$ cat config.mk
export PLATFORM = sky130hd
export DESIGN_NAME = morse_blink_segment_encoder_top
export DESIGN_NICKNAME = d
export VERILOG_FILES = /design/src/mbse_pkg.sv /design/src/mbse_front.sv /design/src/mbse_queue.sv /design/src/mbse_back.sv /design/src/morse_blink_segment_encoder_top.sv
export SDC_FILE = /design/constraint.sdc
export NUM_CORES = 1
export LEC_CHECK = 0
export BUFFER_PORTS_ARGS = -buffer_cell sky130_fd_sc_hd__buf_2
export CORE_MARGIN = 2
export CORE_UTILIZATION = 55
export CTS_CLUSTER_DIAMETER = 60
export DETAILED_ROUTE_END_ITERATION = 7
export PLACE_DENSITY = 0.75
export SLEW_MARGIN = 10
export SYNTH_ARGS = -nofsm -noshare
export SYNTH_HDL_FRONTEND = slang
export SYNTH_SLANG_ARGS = --single-unit
$ cat constraint.sdc
create_clock -name clk_i -period 2.8 [get_ports clk_i]
set_input_delay 0.56 -clock clk_i [delete_from_list [all_inputs] [get_ports clk_i]]
set_output_delay 0.56 -clock clk_i [all_outputs]
set_load 0.1 [all_outputs]
$ cat src/mbse_pkg.sv
package mbse_pkg;

  localparam int unsigned CharW = 8;
  localparam int unsigned DurW  = 16;
  localparam int unsigned CfgIdxW = 8;

  localparam logic [DurW-1:0] DotOnReset     = 16'd500;
  localparam logic [DurW-1:0] DashOnReset    = 16'd1500;
  localparam logic [DurW-1:0] ElemGapReset   = 16'd500;
  localparam logic [DurW-1:0] LetterGapReset = 16'd1500;

  typedef enum logic [CfgIdxW-1:0] {
    REG_DOT_ON     = 8'd0,
    REG_DASH_ON    = 8'd1,
    REG_ELEM_GAP   = 8'd2,
    REG_LETTER_GAP = 8'd3
  } cfg_reg_e;

  typedef struct packed {
    logic [DurW-1:0] dot_on;
    logic [DurW-1:0] dash_on;
    logic [DurW-1:0] elem_gap;
    logic [DurW-1:0] letter_gap;
  } cfg_t;

  // len is the element count, dash bit i set when element i is a dash
  typedef struct packed {
    logic [2:0] len;
    logic [3:0] dash;
  } code_t;

  localparam logic [CharW-1:0] CharLowA = 8'h61;
  localparam logic [CharW-1:0] CharLowZ = 8'h7a;

  function automatic code_t morse_lookup(input logic [CharW-1:0] ch);
    code_t c;
    logic [CharW-1:0] off;
    c = '0;
    off = ch - CharLowA;
    if (ch >= CharLowA && ch <= CharLowZ) begin
      unique case (off[4:0])
        5'd0:  c = '{len: 3'd2, dash: 4'b0010};
        5'd1:  c = '{len: 3'd4, dash: 4'b0001};
        5'd2:  c = '{len: 3'd4, dash: 4'b0101};
        5'd3:  c = '{len: 3'd3, dash: 4'b0001};
        5'd4:  c = '{len: 3'd1, dash: 4'b0000};
        5'd5:  c = '{len: 3'd4, dash: 4'b0100};
        5'd6:  c = '{len: 3'd3, dash: 4'b0011};
        5'd7:  c = '{len: 3'd4, dash: 4'b0000};
        5'd8:  c = '{len: 3'd2, dash: 4'b0000};
        5'd9:  c = '{len: 3'd4, dash: 4'b1110};
        5'd10: c = '{len: 3'd3, dash: 4'b0101};
        5'd11: c = '{len: 3'd4, dash: 4'b0010};
        5'd12: c = '{len: 3'd2, dash: 4'b0011};
        5'd13: c = '{len: 3'd2, dash: 4'b0001};
        5'd14: c = '{len: 3'd3, dash: 4'b0111};
        5'd15: c = '{len: 3'd4, dash: 4'b0110};
        5'd16: c = '{len: 3'd4, dash: 4'b1011};
        5'd17: c = '{len: 3'd3, dash: 4'b0010};
        5'd18: c = '{len: 3'd3, dash: 4'b0000};
        5'd19: c = '{len: 3'd1, dash: 4'b0001};
        5'd20: c = '{len: 3'd3, dash: 4'b0100};
        5'd21: c = '{len: 3'd4, dash: 4'b1000};
        5'd22: c = '{len: 3'd3, dash: 4'b0110};
        5'd23: c = '{len: 3'd4, dash: 4'b1001};
        5'd24: c = '{len: 3'd4, dash: 4'b1101};
        5'd25: c = '{len: 3'd4, dash: 4'b0011};
        default: c = '0;
      endcase
    end
    return c;
  endfunction

endpackage

$ cat src/mbse_front.sv
module mbse_front (
  input  logic                      in_valid_i,
  output logic                      in_ready_o,
  input  logic [mbse_pkg::CharW-1:0] char_code_i,
  input  logic                      q_full_i,
  output logic                      q_push_o,
  output mbse_pkg::code_t           q_data_o
);
  import mbse_pkg::*;

  assign in_ready_o = !q_full_i;
  assign q_push_o   = in_valid_i && !q_full_i;
  // anything outside a to z classifies as an empty code
  assign q_data_o   = morse_lookup(char_code_i);

endmodule

$ cat src/mbse_queue.sv
module mbse_queue #(
  parameter int unsigned Depth = 2
) (
  input  logic            clk_i,
  input  logic            rst_ni,
  input  logic            push_i,
  input  mbse_pkg::code_t push_data_i,
  output logic            full_o,
  input  logic            pop_i,
  output logic            empty_o,
  output mbse_pkg::code_t head_o
);
  import mbse_pkg::*;

  localparam int unsigned PtrW = (Depth > 1) ? $clog2(Depth) : 1;
  localparam int unsigned CntW = $clog2(Depth + 1);
  localparam logic [PtrW-1:0] LastPtr = PtrW'(Depth - 1);

  code_t            mem_q [Depth];
  logic [PtrW-1:0]  wr_ptr_q, wr_ptr_d;
  logic [PtrW-1:0]  rd_ptr_q, rd_ptr_d;
  logic [CntW-1:0]  cnt_q, cnt_d;
  logic             do_push, do_pop;

  assign full_o  = (cnt_q == CntW'(Depth));
  assign empty_o = (cnt_q == '0);
  assign head_o  = mem_q[rd_ptr_q];
  assign do_push = push_i && !full_o;
  assign do_pop  = pop_i && !empty_o;

  always_comb begin
    wr_ptr_d = wr_ptr_q;
    rd_ptr_d = rd_ptr_q;
    cnt_d    = cnt_q;
    if (do_push) begin
      wr_ptr_d = (wr_ptr_q == LastPtr) ? '0 : wr_ptr_q + 1'b1;
    end
    if (do_pop) begin
      rd_ptr_d = (rd_ptr_q == LastPtr) ? '0 : rd_ptr_q + 1'b1;
    end
    if (do_push && !do_pop) begin
      cnt_d = cnt_q + 1'b1;
    end else if (do_pop && !do_push) begin
      cnt_d = cnt_q - 1'b1;
    end
  end

  always_ff @(posedge clk_i or negedge rst_ni) begin
    if (!rst_ni) begin
      wr_ptr_q <= '0;
      rd_ptr_q <= '0;
      cnt_q    <= '0;
    end else begin
      wr_ptr_q <= wr_ptr_d;
      rd_ptr_q <= rd_ptr_d;
      cnt_q    <= cnt_d;
    end
  end

  always_ff @(posedge clk_i) begin
    if (do_push) begin
      mem_q[wr_ptr_q] <= push_data_i;
    end
  end

endmodule

$ cat src/mbse_back.sv
module mbse_back (
  input  logic                       clk_i,
  input  logic                       rst_ni,
  input  mbse_pkg::cfg_t             cfg_i,
  input  logic                       q_empty_i,
  input  mbse_pkg::code_t            q_head_i,
  output logic                       q_pop_o,
  output logic                       out_valid_o,
  input  logic                       out_ready_i,
  output logic                       lamp_on_o,
  output logic [mbse_pkg::DurW-1:0]  duration_o,
  output logic                       last_segment_o
);
  import mbse_pkg::*;

  logic            busy_q, busy_d;
  code_t           code_q, code_d;
  logic [3:0]      seg_q, seg_d;
  logic            out_valid_q, out_valid_d;
  logic            lamp_q, lamp_d;
  logic [DurW-1:0] dur_q, dur_d;
  logic            last_q, last_d;

  code_t           cur;
  logic [3:0]      idx;
  logic            have_src, advance, is_last;

  // output register free, or being drained this cycle
  assign advance  = !out_valid_q || out_ready_i;
  assign have_src = busy_q || !q_empty_i;
  assign cur      = busy_q ? code_q : q_head_i;
  assign idx      = busy_q ? seg_q : 4'd0;
  assign is_last  = (idx == {cur.len, 1'b0});
  assign q_pop_o  = advance && !busy_q && !q_empty_i;

  always_comb begin
    busy_d      = busy_q;
    code_d      = code_q;
    seg_d       = seg_q;
    out_valid_d = out_valid_q;
    lamp_d      = lamp_q;
    dur_d       = dur_q;
    last_d      = last_q;
    if (advance) begin
      out_valid_d = have_src;
      if (have_src) begin
        priority if (is_last) begin
          lamp_d = 1'b0;
          dur_d  = cfg_i.letter_gap;
          last_d = 1'b1;
        end else if (!idx[0]) begin
          lamp_d = 1'b1;
          dur_d  = cur.dash[idx[2:1]] ? cfg_i.dash_on : cfg_i.dot_on;
          last_d = 1'b0;
        end else begin
          lamp_d = 1'b0;
          dur_d  = cfg_i.elem_gap;
          last_d = 1'b0;
        end
        busy_d = !is_last;
        code_d = cur;
        seg_d  = idx + 4'd1;
      end
    end
  end

  always_ff @(posedge clk_i or negedge rst_ni) begin
    if (!rst_ni) begin
      busy_q      <= 1'b0;
      out_valid_q <= 1'b0;
    end else begin
      busy_q      <= busy_d;
      out_valid_q <= out_valid_d;
    end
  end

  always_ff @(posedge clk_i) begin
    code_q <= code_d;
    seg_q  <= seg_d;
    lamp_q <= lamp_d;
    dur_q  <= dur_d;
    last_q <= last_d;
  end

  assign out_valid_o    = out_valid_q;
  assign lamp_on_o      = lamp_q;
  assign duration_o     = dur_q;
  assign last_segment_o = last_q;

endmodule

$ cat src/morse_blink_segment_encoder_top.sv
// morse blink segment encoder
// input channel: in_valid_i / in_ready_o carry one beat per ASCII byte on
// char_code_i. lowercase a to z become dots and dashes, any other byte is an
// empty code. output channel: out_valid_o / out_ready_i carry one beat per
// lamp segment (lamp_on_o, duration_o, last_segment_o). a letter of n
// elements gives 2n+1 segments, an on and a gap per element, then the letter
// gap, which alone has last_segment_o set.
// the first segment of a byte goes into the queue at the accepting edge and
// then into the output register, once the sequencer is free and not stalled.
// a byte gives 1 to 9 segments (2n+1), set by the back-end sequencer that
// puts out one segment per cycle while out_ready_i does not stall it; bytes
// of one segment stream at one per cycle under the same condition.
// a small queue sits between the classifier and the sequencer, so bytes are
// still taken while segments wait; when it fills, in_ready_o drops.
// a stall on out_ready_i holds the output register and the sequencer.
// reset empties the queue and the output register and loads the timing
// registers with 500, 1500, 500, 1500 ticks. the user must write the timing
// registers through cfg_we_i / cfg_idx_i / cfg_wdata_i only while the block
// is idle; the block itself does not enforce this. indexes above 3 are ignored.
module morse_blink_segment_encoder_top #(
  parameter int unsigned QueueDepth = 2
) (
  input  logic                          clk_i,
  input  logic                          rst_ni,
  input  logic                          cfg_we_i,
  input  logic [mbse_pkg::CfgIdxW-1:0]  cfg_idx_i,
  input  logic [mbse_pkg::DurW-1:0]     cfg_wdata_i,
  input  logic                          in_valid_i,
  output logic                          in_ready_o,
  input  logic [mbse_pkg::CharW-1:0]    char_code_i,
  output logic                          out_valid_o,
  input  logic                          out_ready_i,
  output logic                          lamp_on_o,
  output logic [mbse_pkg::DurW-1:0]     duration_o,
  output logic                          last_segment_o
);
  import mbse_pkg::*;

  cfg_t  cfg_q;
  code_t push_data, head;
  logic  push, pop, full, empty;

  always_ff @(posedge clk_i or negedge rst_ni) begin
    if (!rst_ni) begin
      cfg_q.dot_on     <= DotOnReset;
      cfg_q.dash_on    <= DashOnReset;
      cfg_q.elem_gap   <= ElemGapReset;
      cfg_q.letter_gap <= LetterGapReset;
    end else if (cfg_we_i) begin
      unique case (cfg_reg_e'(cfg_idx_i))
        REG_DOT_ON:     cfg_q.dot_on     <= cfg_wdata_i;
        REG_DASH_ON:    cfg_q.dash_on    <= cfg_wdata_i;
        REG_ELEM_GAP:   cfg_q.elem_gap   <= cfg_wdata_i;
        REG_LETTER_GAP: cfg_q.letter_gap <= cfg_wdata_i;
        default: ;
      endcase
    end
  end

  mbse_front u_front (
    .in_valid_i  (in_valid_i),
    .in_ready_o  (in_ready_o),
    .char_code_i (char_code_i),
    .q_full_i    (full),
    .q_push_o    (push),
    .q_data_o    (push_data)
  );

  mbse_queue #(
    .Depth (QueueDepth)
  ) u_queue (
    .clk_i       (clk_i),
    .rst_ni      (rst_ni),
    .push_i      (push),
    .push_data_i (push_data),
    .full_o      (full),
    .pop_i       (pop),
    .empty_o     (empty),
    .head_o      (head)
  );

  mbse_back u_back (
    .clk_i          (clk_i),
    .rst_ni         (rst_ni),
    .cfg_i          (cfg_q),
    .q_empty_i      (empty),
    .q_head_i       (head),
    .q_pop_o        (pop),
    .out_valid_o    (out_valid_o),
    .out_ready_i    (out_ready_i),
    .lamp_on_o      (lamp_on_o),
    .duration_o     (duration_o),
    .last_segment_o (last_segment_o)
  );

endmodule
==> impl_metrics.ini <==
[yosys]
synthFlopType = dfrtp_1
synth_cells = 438
synth_edf_count = 43
yosysWarnings = 0
synth_top_area_share_pct = 23.17
yosys.area.top_type = edfxtp_1
synth.most_common_cell = mux2_2
avgSynthCellArea_um2 = 12.72
synth_seq_cells = 113
synth_area_leaders = edfxtp_1, dfrtp_1, dfstp_2
yosys-top-cells-count = mux2_2, dfrtp_1, edfxtp_1
ys_types = 55
ys_async_sr_fraction_pct = 61.95
yosysSeqAreaShare_pct = 55.19
syn_nets = 484
syn_area_um2 = 5573

[timing]
finalMaxSlewViolations = 0
tns_ns = 0
skew_ns = 0.01206
period_share_pct = 79.28
worst_pin_slew_ns = 0.6609
rsz0062_at_grt = no
hold_violations = 0
finalSetupViolations = 0
fmax_mhz = 450.5
slew-limit-headroom_pct = 55.89
period_minus_slack_ns = 2.220

[routing]
drtIter0Drc = 203
drt_drc_violations_left = 0
viasPerCell = 5.812
wl_per_cell_um = 17.56
vias = 3807
dr.pass1.iters = 5
routed_wl_mm = 11.50
ant_nets = 0

[place]
routabilityCongestion = 0.9409
place_inst = 623
hpwl_mm = 7.476
io_buffer_count = 56

[die]
chipWidth_um = 104.7
pin_count = 57
die_h_um = 104.7
coreArea_um2 = 9819
row_count = 36
die_area_um2 = 10950
initial_core_util_pct = 56.75

[worst_setup_path]
worstSetupPathType = reg2reg
cpPeakStageDelay_ns = 0.58
rrSetupSlack_ns = 0.58
path_buf_inv = 1
endpoint_kind = register
required_ns = 3.04
path_delay_family = compound AO/OA/AOI/OAI gates
worst_ep_arrival_time_ns = 2.46
cp_max_fo = 12
cp-start-kind = register
critPathSlowestCell = a311oi_4
path_cells = nand2_1 -> a211oi_1 -> a311oi_4 -> buf_4 -> mux2i_1 -> o21ai_0

[finish]
n_fill_cell = 725
area_delta_synth_final_pct = 19.51
seq_area_um2 = 3075
multi_input_area_um2 = 2345
fin_cells = 655
drive_above_1_share_pct = 39.66
nets = 555
antenna_cells = 0

[global_route]
grt_usage_pct = 21.62
grt_pass1_wl_mm = 18.30
antenna_found_initial = 0
grt_pass1_vias = 3646
grt_max_degree = 46
grt_overflow = 0

[clock_network]
cts_resized = 0
cts_root_buf = clkbuf_8
cts_tree = done
htreeDepth = 4
hold_buffers = 0
clockBufferDepth = 2
cts_buffers = 17
clkSlewWorstSetupHoldPaths_ns = 0.06
cts.sinks = 113
clk_latency_ns = 0.52
cts_setup_buffers = 0

[power_and_ir_drop]
power_leakage_uw = 0.002897
p_per_area_nw_per_um2 = 996.2
vdd_ir_drop_max_v = 0.0007386

[min_path]
hold_class = in2async

[run]
drv_cap = 0

[outcome]
outcome = finished, final reports clean
per-layer routing:
layer	share of wire, %	wire, um	GRT usage, %	up-vias
li1	-	-	-	1780
met1	45	5228	29.18	1889
met2	48	5542	34.08	125
met3	5.2	598	5.178	13
met4	1.1	130	8.286	0
met5	0	0	0	-
kinds of logic (layout without fill, tap and decap cells):
group	Yosys count	after routing	synth area share [%]
XOR/XNOR	15	15	2.358
flip-flops	113	113	55.19
buffers and inverters	36	120	2.986
multiplexers	91	91	18.46
adder cells (fa/ha/maj)	9	9	2.021
AND/OR/NAND/NOR	84	84	8.509
AO/OA/AOI/OAI	90	90	10.48
sequential cells by signal (all words and copies together) (netlist names):
register	count
cfg_q	64
u_back.busy_q	1
u_back.code_q	7
u_back.duration_o	16
u_back.lamp_on_o	1
u_back.last_segment_o	1
u_back.out_valid_o	1
u_back.seg_q	4
u_queue.cnt_q	2
u_queue.mem_q	14
u_queue.rd_ptr_q	1
u_queue.wr_ptr_q	1
worst paths after layout:
path / startpoint / end / cells past startpoint
worst max register to register: u_back.busy_q / u_back.duration_o[11] / 6
worst min-delay path: rst_ni / cfg_q[0] / 1
max in group asynchronous: rst_ni / cfg_q[10] / 2
min in group clk_i: cfg_wdata_i[1] / cfg_q[17] / 2
worst min register to register: u_queue.wr_ptr_q / u_queue.wr_ptr_q / 1
worst max-delay path: u_back.busy_q / u_back.duration_o[11] / 6
metrics by stage:
step           hold WS [ns]  util (%)  area, um^2  total power, uW  worst slack [ns]
4_1_cts             0.04574     67.83        6660             6674            0.5823
6_report            0.04149     67.83        6660             6635            0.5802
3_3_place_gp         0.4774     61.88        6076             4520            0.3687
5_1_grt             0.06815     67.83        6660             6909            0.4206
3_5_place_dp         0.4840     61.88        6076             4560            0.2721
2_1_floorplan        0.2644         -        5573             4106           0.04501
cell usage in the layout, fill, tap and decap left out, types with 14 or more instances in the layout:
master     count
buf_2         56
mux2_2        54
dfrtp_1       44
edfxtp_1      43
o21ai_0       34
mux2i_1       27
dfstp_2       26
nand2_1       20
clkbuf_16     16
nor2_1        15
buf_4         15
inv_1         14
where the power goes:
| part | leakage, uW | switching [uW] | total, uW | internal, uW |
|---|---|---|---|---|
| registers | 0.00129 | 193 | 2350 | 2160 |
| clock network | 0.000282 | 793 | 2090 | 1300 |
| logic | 0.00133 | 1570 | 2190 | 621 |
| total | 0.00290 | 2560 | 6640 | 4080 |
cell type report:
cell class / instances / area share [%]
flip-flops and latches: 113 / 46.18
clock inverters: 14 / 2.348
repair buffers: 73 / 6.500
well taps: 133 / 2.499
clock buffers: 18 / 6.425
inverters: 15 / 0.8454
multi-input cells: 289 / 35.21
Power figures use the tool's default switching activity.
